**src/rtl/core/eodc_pkg.sv**
```systemverilog
package eodc_pkg;

   localparam int unsigned EPOCH_YEAR = 1970;

   // time units in microseconds, 57 bits to hold epoch_us plus the rounding half
   localparam logic [56:0] US_PER_SEC       = 57'd1000000;
   localparam logic [56:0] US_PER_8SEC      = 57'd8000000;
   localparam logic [56:0] US_PER_MIN       = 57'd60000000;
   localparam logic [56:0] US_PER_8MIN      = 57'd480000000;
   localparam logic [56:0] US_PER_HOUR      = 57'd3600000000;
   localparam logic [56:0] US_PER_4HOUR     = 57'd14400000000;
   localparam logic [56:0] US_PER_DAY       = 57'd86400000000;
   localparam logic [56:0] US_PER_16DAY     = 57'd1382400000000;
   localparam logic [56:0] US_PER_YEAR      = 57'd31536000000000;
   localparam logic [56:0] US_PER_LEAP_YEAR = 57'd31622400000000;

   // sequencer states
   typedef enum logic [2:0] {
      ST_IDLE,
      ST_WALK,
      ST_MUL,
      ST_SPLIT,
      ST_DONE
   } state_type;

   // time-of-year split steps, coarse then fine per field
   typedef enum logic [3:0] {
      SP_DAY16,
      SP_DAY1,
      SP_HOUR4,
      SP_HOUR1,
      SP_MIN8,
      SP_MIN1,
      SP_SEC8,
      SP_SEC1,
      SP_MSEC
   } split_step_type;

   typedef enum logic [1:0] {
      STAT_OK       = 2'd0,
      STAT_INVALID  = 2'd1,
      STAT_OVERFLOW = 2'd2
   } status_type;

   typedef struct packed {
      logic        op;
      logic [11:0] year;
      logic [8:0]  day_of_year;
      logic [4:0]  hour;
      logic [5:0]  minute;
      logic [5:0]  second;
      logic [9:0]  millisecond;
      logic [55:0] epoch_us;
   } req_word_type;

   typedef struct packed {
      logic [1:0]  status;
      logic [55:0] time_us;
      logic [11:0] year_out;
      logic [8:0]  day_out;
      logic [4:0]  hour_out;
      logic [5:0]  minute_out;
      logic [5:0]  second_out;
      logic [9:0]  msec_out;
   } rsp_word_type;

   // Gregorian leap rule; y / 100 by reciprocal multiply, exact for 12-bit y
   function automatic logic is_leap(input logic [11:0] y);
      logic [24:0] prod;
      logic [11:0] q100;
      logic        div100;
      logic        div400;
      begin
         prod   = 25'(y) * 25'd5243;
         q100   = 12'(prod >> 19);
         div100 = (12'(q100 * 12'd100) == y);
         div400 = div100 && (q100[1:0] == 2'b00);
         is_leap = ((y[1:0] == 2'b00) && !div100) || div400;
      end
   endfunction

endpackage

```
**src/rtl/core/eodc_if.sv**
```systemverilog
interface eodc_req_if;
   import eodc_pkg::*;
   logic         valid;
   logic         ready;
   req_word_type data;
   modport source (output valid, output data, input ready);
   modport sink   (input valid, input data, output ready);
endinterface

interface eodc_rsp_if;
   import eodc_pkg::*;
   logic         valid;
   logic         ready;
   rsp_word_type data;
   modport source (output valid, output data, input ready);
   modport sink   (input valid, input data, output ready);
endinterface

```
**src/rtl/core/eodc_divider.sv**
```systemverilog
// Millisecond count of a sub-second remainder: x / 1000 taken as (x >> 3) / 125
// by reciprocal multiply; exact for any x below one million.
module eodc_divider (
   input  logic [19:0] numer,
   output logic [9:0]  quot
);
   localparam logic [17:0] RECIP_125 = 18'd134218;

   logic [34:0] prod;

   assign prod = 35'(numer[19:3]) * 35'(RECIP_125);
   assign quot = 10'(prod >> 24);
endmodule

```
**src/rtl/core/epoch_ordinal_date_convert_unit.sv**
```systemverilog
// Calendar <-> epoch time converter.
// Channels: req (source drives valid/data, unit drives ready) carries one
// word with op, calendar fields and epoch_us; rsp carries one result word
// per request word. Op 0 checks the fields and walks year lengths from 1970
// to the given year, then forms microseconds by multiply-add steps.
// Op 1 adds the rounding half millisecond, walks whole years off the time
// (one compare-subtract per cycle), then splits the rest of the year into
// days, hours, minutes and seconds by coarse and fine subtract steps, and
// takes the millisecond by a reciprocal multiply.
// The year walk, one year per cycle, dominates the time to a result.
// One word is in flight at a time: req_ready is low from acceptance until
// the result has been taken. A result waits in the output register while
// rsp_ready is low. Reset is synchronous and returns the unit to idle with
// no result pending.
module epoch_ordinal_date_convert_unit #(
   parameter int unsigned MAX_YEAR = 4095
) (
   input  logic  clock,
   input  logic  reset,
   eodc_req_if.sink   req,
   eodc_rsp_if.source rsp
);
   import eodc_pkg::*;

   localparam logic [11:0] YLIM = (MAX_YEAR > 4095) ? 12'd4095 : 12'(MAX_YEAR);

   state_type      state_ff, state_in;
   split_step_type split_ff, split_in;
   req_word_type   in_ff;
   rsp_word_type   out_ff, out_in;
   logic           out_valid_ff, out_valid_in;
   logic [11:0]    year_ff, year_in;
   logic [56:0]    acc_ff, acc_in;
   logic [19:0]    days_ff, days_in;
   logic [2:0]     step_ff, step_in;

   logic           accept;
   logic           bad;
   logic [8:0]     ylen;
   logic [56:0]    ylen_us;
   logic [56:0]    unit_us;
   logic [9:0]     ms_q;

   eodc_divider u_msec (
      .numer (acc_ff[19:0]),
      .quot  (ms_q)
   );

   assign accept    = req.valid && req.ready;
   assign req.ready = (state_ff == ST_IDLE) && !out_valid_ff;
   assign rsp.valid = out_valid_ff;
   assign rsp.data  = out_ff;
   assign ylen      = is_leap(year_ff) ? 9'd366 : 9'd365;
   assign ylen_us   = is_leap(year_ff) ? US_PER_LEAP_YEAR : US_PER_YEAR;
   assign bad = (req.data.year < 12'(EPOCH_YEAR)) || (req.data.day_of_year == 9'd0) ||
                (req.data.day_of_year > 9'd366) || (req.data.hour > 5'd23) ||
                (req.data.minute > 6'd59) || (req.data.second > 6'd59) ||
                (req.data.millisecond > 10'd999);

   // subtract unit of each split step
   always_comb begin
      unique case (split_ff)
         SP_DAY16: unit_us = US_PER_16DAY;
         SP_DAY1:  unit_us = US_PER_DAY;
         SP_HOUR4: unit_us = US_PER_4HOUR;
         SP_HOUR1: unit_us = US_PER_HOUR;
         SP_MIN8:  unit_us = US_PER_8MIN;
         SP_MIN1:  unit_us = US_PER_MIN;
         SP_SEC8:  unit_us = US_PER_8SEC;
         default:  unit_us = US_PER_SEC;
      endcase
   end

   // next state
   always_comb begin
      state_in = state_ff;
      unique case (state_ff)
         ST_IDLE: if (accept) begin
            if (req.data.op) state_in = ST_WALK;
            else if (bad || req.data.year > YLIM) state_in = ST_DONE;
            else state_in = ST_WALK;
         end
         ST_WALK: begin
            if (in_ff.op) begin
               if (acc_ff < ylen_us) state_in = ST_SPLIT;
               else if (year_ff >= YLIM) state_in = ST_DONE;
            end else if (year_ff == in_ff.year) begin
               state_in = ST_MUL;
            end
         end
         ST_MUL: if (step_ff == 3'd4) state_in = ST_DONE;
         ST_SPLIT: if (split_ff == SP_MSEC) state_in = ST_DONE;
         ST_DONE: state_in = ST_IDLE;
         default: state_in = ST_IDLE;
      endcase
   end

   // datapath sequencing
   always_comb begin
      year_in      = year_ff;
      acc_in       = acc_ff;
      days_in      = days_ff;
      step_in      = step_ff;
      split_in     = split_ff;
      out_in       = out_ff;
      out_valid_in = out_valid_ff;
      if (out_valid_ff && rsp.ready) out_valid_in = 1'b0;
      unique case (state_ff)
         ST_IDLE: begin
            year_in  = 12'(EPOCH_YEAR);
            days_in  = '0;
            step_in  = '0;
            split_in = SP_DAY16;
            if (accept) begin
               out_in = '0;
               acc_in = 57'(req.data.epoch_us) + 57'd500;
               if (!req.data.op && bad) out_in.status = STAT_INVALID;
               else if (!req.data.op && req.data.year > YLIM)
                  out_in.status = STAT_OVERFLOW;
            end
         end
         ST_WALK: begin
            if (in_ff.op) begin
               if (acc_ff < ylen_us) begin
                  split_in = SP_DAY16;
               end else if (year_ff >= YLIM) begin
                  out_in.status = STAT_OVERFLOW;
               end else begin
                  acc_in  = acc_ff - ylen_us;
                  year_in = year_ff + 12'd1;
               end
            end else if (year_ff != in_ff.year) begin
               days_in = days_ff + 20'(ylen);
               year_in = year_ff + 12'd1;
            end else begin
               days_in = days_ff + 20'(in_ff.day_of_year - 9'd1);
               step_in = 3'd0;
            end
         end
         ST_MUL: begin
            // days*86400 + h*3600 + m*60 + s, then *1e6 + ms*1000
            unique case (step_ff)
               3'd0: acc_in = 57'(days_ff) * 57'd86400;
               3'd1: acc_in = acc_ff + 57'(in_ff.hour) * 57'd3600 +
                              57'(in_ff.minute) * 57'd60 + 57'(in_ff.second);
               3'd2: acc_in = 57'(acc_ff[35:0]) * 57'd1000000;
               3'd3: acc_in = acc_ff + 57'(in_ff.millisecond) * 57'd1000;
               default: out_in.time_us = acc_ff[55:0];
            endcase
            step_in = step_ff + 3'd1;
         end
         ST_SPLIT: begin
            // take off one unit per cycle while it fits, then the next finer unit
            if (split_ff == SP_MSEC) begin
               out_in.msec_out = ms_q;
               out_in.year_out = year_ff;
               out_in.day_out  = out_ff.day_out + 9'd1;
            end else if (acc_ff >= unit_us) begin
               acc_in = acc_ff - unit_us;
               unique case (split_ff)
                  SP_DAY16: out_in.day_out    = out_ff.day_out + 9'd16;
                  SP_DAY1:  out_in.day_out    = out_ff.day_out + 9'd1;
                  SP_HOUR4: out_in.hour_out   = out_ff.hour_out + 5'd4;
                  SP_HOUR1: out_in.hour_out   = out_ff.hour_out + 5'd1;
                  SP_MIN8:  out_in.minute_out = out_ff.minute_out + 6'd8;
                  SP_MIN1:  out_in.minute_out = out_ff.minute_out + 6'd1;
                  SP_SEC8:  out_in.second_out = out_ff.second_out + 6'd8;
                  default:  out_in.second_out = out_ff.second_out + 6'd1;
               endcase
            end else begin
               split_in = split_step_type'(split_ff + 4'd1);
            end
         end
         ST_DONE: out_valid_in = 1'b1;
         default: ;
      endcase
   end

   always_ff @(posedge clock) begin
      if (reset) begin
         state_ff     <= ST_IDLE;
         out_valid_ff <= 1'b0;
         step_ff      <= '0;
         split_ff     <= SP_DAY16;
      end else begin
         state_ff     <= state_in;
         out_valid_ff <= out_valid_in;
         step_ff      <= step_in;
         split_ff     <= split_in;
      end
      if (accept) in_ff <= req.data;
      year_ff <= year_in;
      acc_ff  <= acc_in;
      days_ff <= days_in;
      out_ff  <= out_in;
   end

   // a result never coexists with work in progress
   a_one_inflight: assert property (@(posedge clock) disable iff (reset)
      out_valid_ff |-> (state_ff == ST_IDLE)) else $error("result during work");
   // a failed conversion carries zero payload
   a_fail_zero: assert property (@(posedge clock) disable iff (reset)
      (out_valid_ff && out_ff.status != STAT_OK) |-> (out_ff.time_us == '0 &&
      out_ff.year_out == '0)) else $error("nonzero fields on failure");
   // walk never passes the requested year on op 0
   a_walk_bound: assert property (@(posedge clock) disable iff (reset)
      (state_ff == ST_WALK && !in_ff.op) |-> (year_ff <= in_ff.year))
      else $error("year walk overran");
endmodule

```
**src/flat_wrapper.sv**
```systemverilog
// flat-port wrapper written by rule: the top's interface ports become plain ports
module epoch_ordinal_date_convert_unit_flat import eodc_pkg::*;
#(
   parameter int unsigned MAX_YEAR = 4095
)
  (clock, reset, req_valid, req_data, req_ready, rsp_valid, rsp_data, rsp_ready);
  eodc_req_if req_i ();
  eodc_rsp_if rsp_i ();
  input  logic clock;
  input  logic reset;
  input wire logic [$bits(req_i.valid)-1:0] req_valid;
  input wire logic [$bits(req_i.data)-1:0] req_data;
  output wire logic [$bits(req_i.ready)-1:0] req_ready;
  output wire logic [$bits(rsp_i.valid)-1:0] rsp_valid;
  output wire logic [$bits(rsp_i.data)-1:0] rsp_data;
  input wire logic [$bits(rsp_i.ready)-1:0] rsp_ready;
  assign req_i.valid = req_valid;
  assign req_i.data = req_data;
  assign req_ready = req_i.ready;
  assign rsp_valid = rsp_i.valid;
  assign rsp_data = rsp_i.data;
  assign rsp_i.ready = rsp_ready;
  epoch_ordinal_date_convert_unit #(.MAX_YEAR(MAX_YEAR)) u_core (.clock(clock), .reset(reset), .req(req_i), .rsp(rsp_i));
endmodule
```
**config.mk**
```make
export PLATFORM = sky130hd
export DESIGN_NAME = epoch_ordinal_date_convert_unit_flat
export DESIGN_NICKNAME = d
export VERILOG_FILES = /design/src/rtl/core/eodc_pkg.sv /design/src/rtl/core/eodc_if.sv /design/src/rtl/core/eodc_divider.sv /design/src/rtl/core/epoch_ordinal_date_convert_unit.sv /design/src/flat_wrapper.sv
export SDC_FILE = /design/constraint.sdc
export NUM_CORES = 2
export LEC_CHECK = 0
export BUFFER_PORTS_ARGS = -buffer_cell sky130_fd_sc_hd__clkbuf_2
export CORE_ASPECT_RATIO = 0.6
export CORE_UTILIZATION = 45
export CTS_CLUSTER_DIAMETER = 200
export CTS_CLUSTER_SIZE = 20
export DETAILED_ROUTE_END_ITERATION = 10
export PLACE_DENSITY = 0.61
export SLEW_MARGIN = 20
export SYNTH_ARGS = -nofsm -noshare
export SYNTH_HDL_FRONTEND = slang
export SYNTH_SLANG_ARGS = --single-unit
```
**constraint.sdc**
```tcl
create_clock -name clock -period 41.5 [get_ports clock]
set_input_delay 8.3 -clock clock [delete_from_list [all_inputs] [get_ports clock]]
set_output_delay 8.3 -clock clock [all_outputs]
set_load 0.01 [all_outputs]
```
==> results_dict.tcl <==
set metrics [dict create \
    status "finished clean" \
    rsz0062_at_grt "false" \
    avgViaCountPerCell 5.89 \
    cp_data_required_time_ns 41.81 \
    max-slew-margin-rel_pct 26.4 \
    syn-num-nets 5679 \
    synthArstFlopShare_pct 0 \
    wl_per_cell_um 24.2 \
    hold_viol 0 \
    num_rows 85 \
    end_kind "flop" \
    cts_tree "yes" \
    tightest_slew_ns 1.10 \
    critPathLaunchType "flop" \
    dieArea_um2 92700 \
    syn_inst 4506 \
    core_area_um2 90100 \
    syn_avg_cell_area_um2 9.13 \
    syn-cell-area_um2 41100 \
    area_delta_synth_final_pct 7.73 \
    drive_gt1_share_pct 7.72 \
    synth_ff_type "edfxtp_1" \
    grt_max_degree 57 \
    mostFrequentLayoutCells "ha_1 (721), inv_1 (667), fa_1 (342), nor2_1 (291), nand2_1 (267)" \
    slowest_stage "o31ai_1" \
    ctsHoldBuffers 0 \
    clk_pin_slew_worst_paths_ns 0.12 \
    critPathKind "flop to flop" \
    ant_nets 0 \
    cts_resized 0 \
    fillers 8700 \
    track_usage_pct 30.6 \
    hold_class "flop to flop" \
    ys_warn_count 0 \
    met1Wirelength_um 68700 \
    critPathMaxStageDelay_ns 0.80 \
    ys_seq_elements 255 \
    drcViolationCount 0 \
    dieHeight_um 236 \
    die_x_um 392 \
    clock.fmax_mhz 72.4 \
    first_pass_iters 8 \
    cap_violations 0 \
    fin_setup_tns_ns 0 \
    cts_htree_levels 1 \
    drtIter0Drc 3700 \
    cts_root_buf "clkbuf_16" \
    arrival_ns 14.12 \
    place_congestion 1.01 \
    ys_types 90 \
    wl_met3_um 19300 \
    cp_max_fo 26 \
    finClkSkew_ns 0.0619 \
    finalMaxSlewViolations 0 \
    clk_path_buf_depth 3 \
    initial_core_util_pct 45.7 \
    portBuffers 216 \
    dr_total_vias 34800 \
    grt_pass1_vias 32700 \
    cts_setup_buffers 0 \
    wl_met2_um 51700 \
    synth-edff-count 244 \
    dr.max_layer_used "met5" \
    final_common_cell "ha_1" \
    period_minus_slack_ns 13.81 \
    num_io_pins 217 \
    finalCritPeriodShare_pct 33.3 \
    wirelength_um 143000 \
    hpwlAfterDp_um 117000 \
    hold_path_depth 2 \
    grt_overflow_total 0 \
    ys_seq_area_share_pct 18.3 \
    grt_first_pass_wirelength_um 212000 \
    nets 5855 \
    clock_latency_ns 0.62 \
    cts-buffers-inserted 16 \
    setup_viol 0 \
    antenna_found_initial 9 \
    r2r_cells 46 \
    cts_sinks 255 \
]
==> sequential cells by signal, indices dropped and copies added, names as in the netlist <==
register	count
u_core.rsp.data	106
u_core.acc_ff	57
u_core.in_ff	49
u_core.days_ff	20
u_core.year_ff	12
u_core.split_ff	4
u_core.state_ff	3
u_core.step_ff	3
u_core.rsp.valid	1
==> critical path: cells and delay by family, from the launching register on <==
kind	cells	cell delay (ns)
DFF	1	0.65
xor gates and xnor gates	1	0.27
AOI/OAI and AO/OA	18	5.13
buffers and inverters	9	1.49
adders and majority gates	11	4.55
and+or+nand+nor	7	1.32
==> per-stage QoR <==
step | instances | setup WS (ns) | cell area, um^2 | utilization [%] | hold WS, ns
after detailed placement | 5882 | 27.93 | 43800 | 48.7 | 0.561
after global routing | 5907 | 26.95 | 44300 | 49.2 | 0.635
after CTS | 5906 | 27.88 | 44300 | 49.2 | 0.580
final | 5909 | 27.69 | 44300 | 49.2 | 0.587
after floorplan | 4506 | 27.60 | 41100 | - | 0.525
after global placement | 5882 | 28.04 | 43800 | 48.7 | 0.564
==> Yosys cell counts (39+ instances only) <==
library cell	number	share of area, %
nor2_1	294	2.7
fa_1	342	17
clkbuf_1	106	0.97
nand2b_1	39	0.59
a21oi_1	253	3.1
and3_1	72	1.1
nand2_1	269	2.5
inv_1	668	6.1
edfxtp_1	244	18
nand3_1	88	1.1
xor2_1	120	2.6
nor3_1	89	1.1
a21o_1	85	1.6
ha_1	722	22
nand4_1	52	0.79
xnor2_1	248	5.3
o21ai_0	201	2.4
==> path summary, 6_finish.rpt <==
kind / slack, ns / endpoint / from
worst max-delay path: 27.69 / u_core.acc_ff[44] / u_core.year_ff[6]
worst min-delay path: 0.59 / u_core.step_ff[0] / u_core.step_ff[0]
worst max register to register: 27.69 / u_core.acc_ff[44] / u_core.year_ff[6]
worst min register to register: 0.59 / u_core.step_ff[0] / u_core.step_ff[0]
==> cell families after synthesis <==
kind of cell,synth area share (%)
AND/OR/NAND/NOR,12.7
AO/OA/AOI/OAI,14.8
adder cells (fa/ha/maj),38.7
flip-flops,18.3
multiplexers,0.268
buffers and inverters,7.35
XOR/XNOR,7.95
==> area by class of cell <==
| cell class | count | area [um^2] | area share, % |
|---|---|---|---|
| inverter | 676 | 2540 | 5.73 |
| multi-input combinational | 3449 | 30700 | 69.2 |
| timing repair buffer | 284 | 1590 | 3.59 |
| tap | 1218 | 1520 | 3.44 |
| clock buffer | 22 | 423 | 0.954 |
| antenna | 3 | 7.51 | 0.0169 |
| sequential | 255 | 7550 | 17.0 |
| clock inverter | 2 | 22.5 | 0.0508 |
==> layer usage <==
metal	GRT usage [%]	vias to the layer above
met2	38.3	1825
met5	0	-
met3	10.2	165
met4	6.24	6
li1	-	16000
met1	48.8	16800
Power is left out: the tool's default activity adds up to more than one toggle a clock period on the data nets, which glitch-free logic cannot reach.
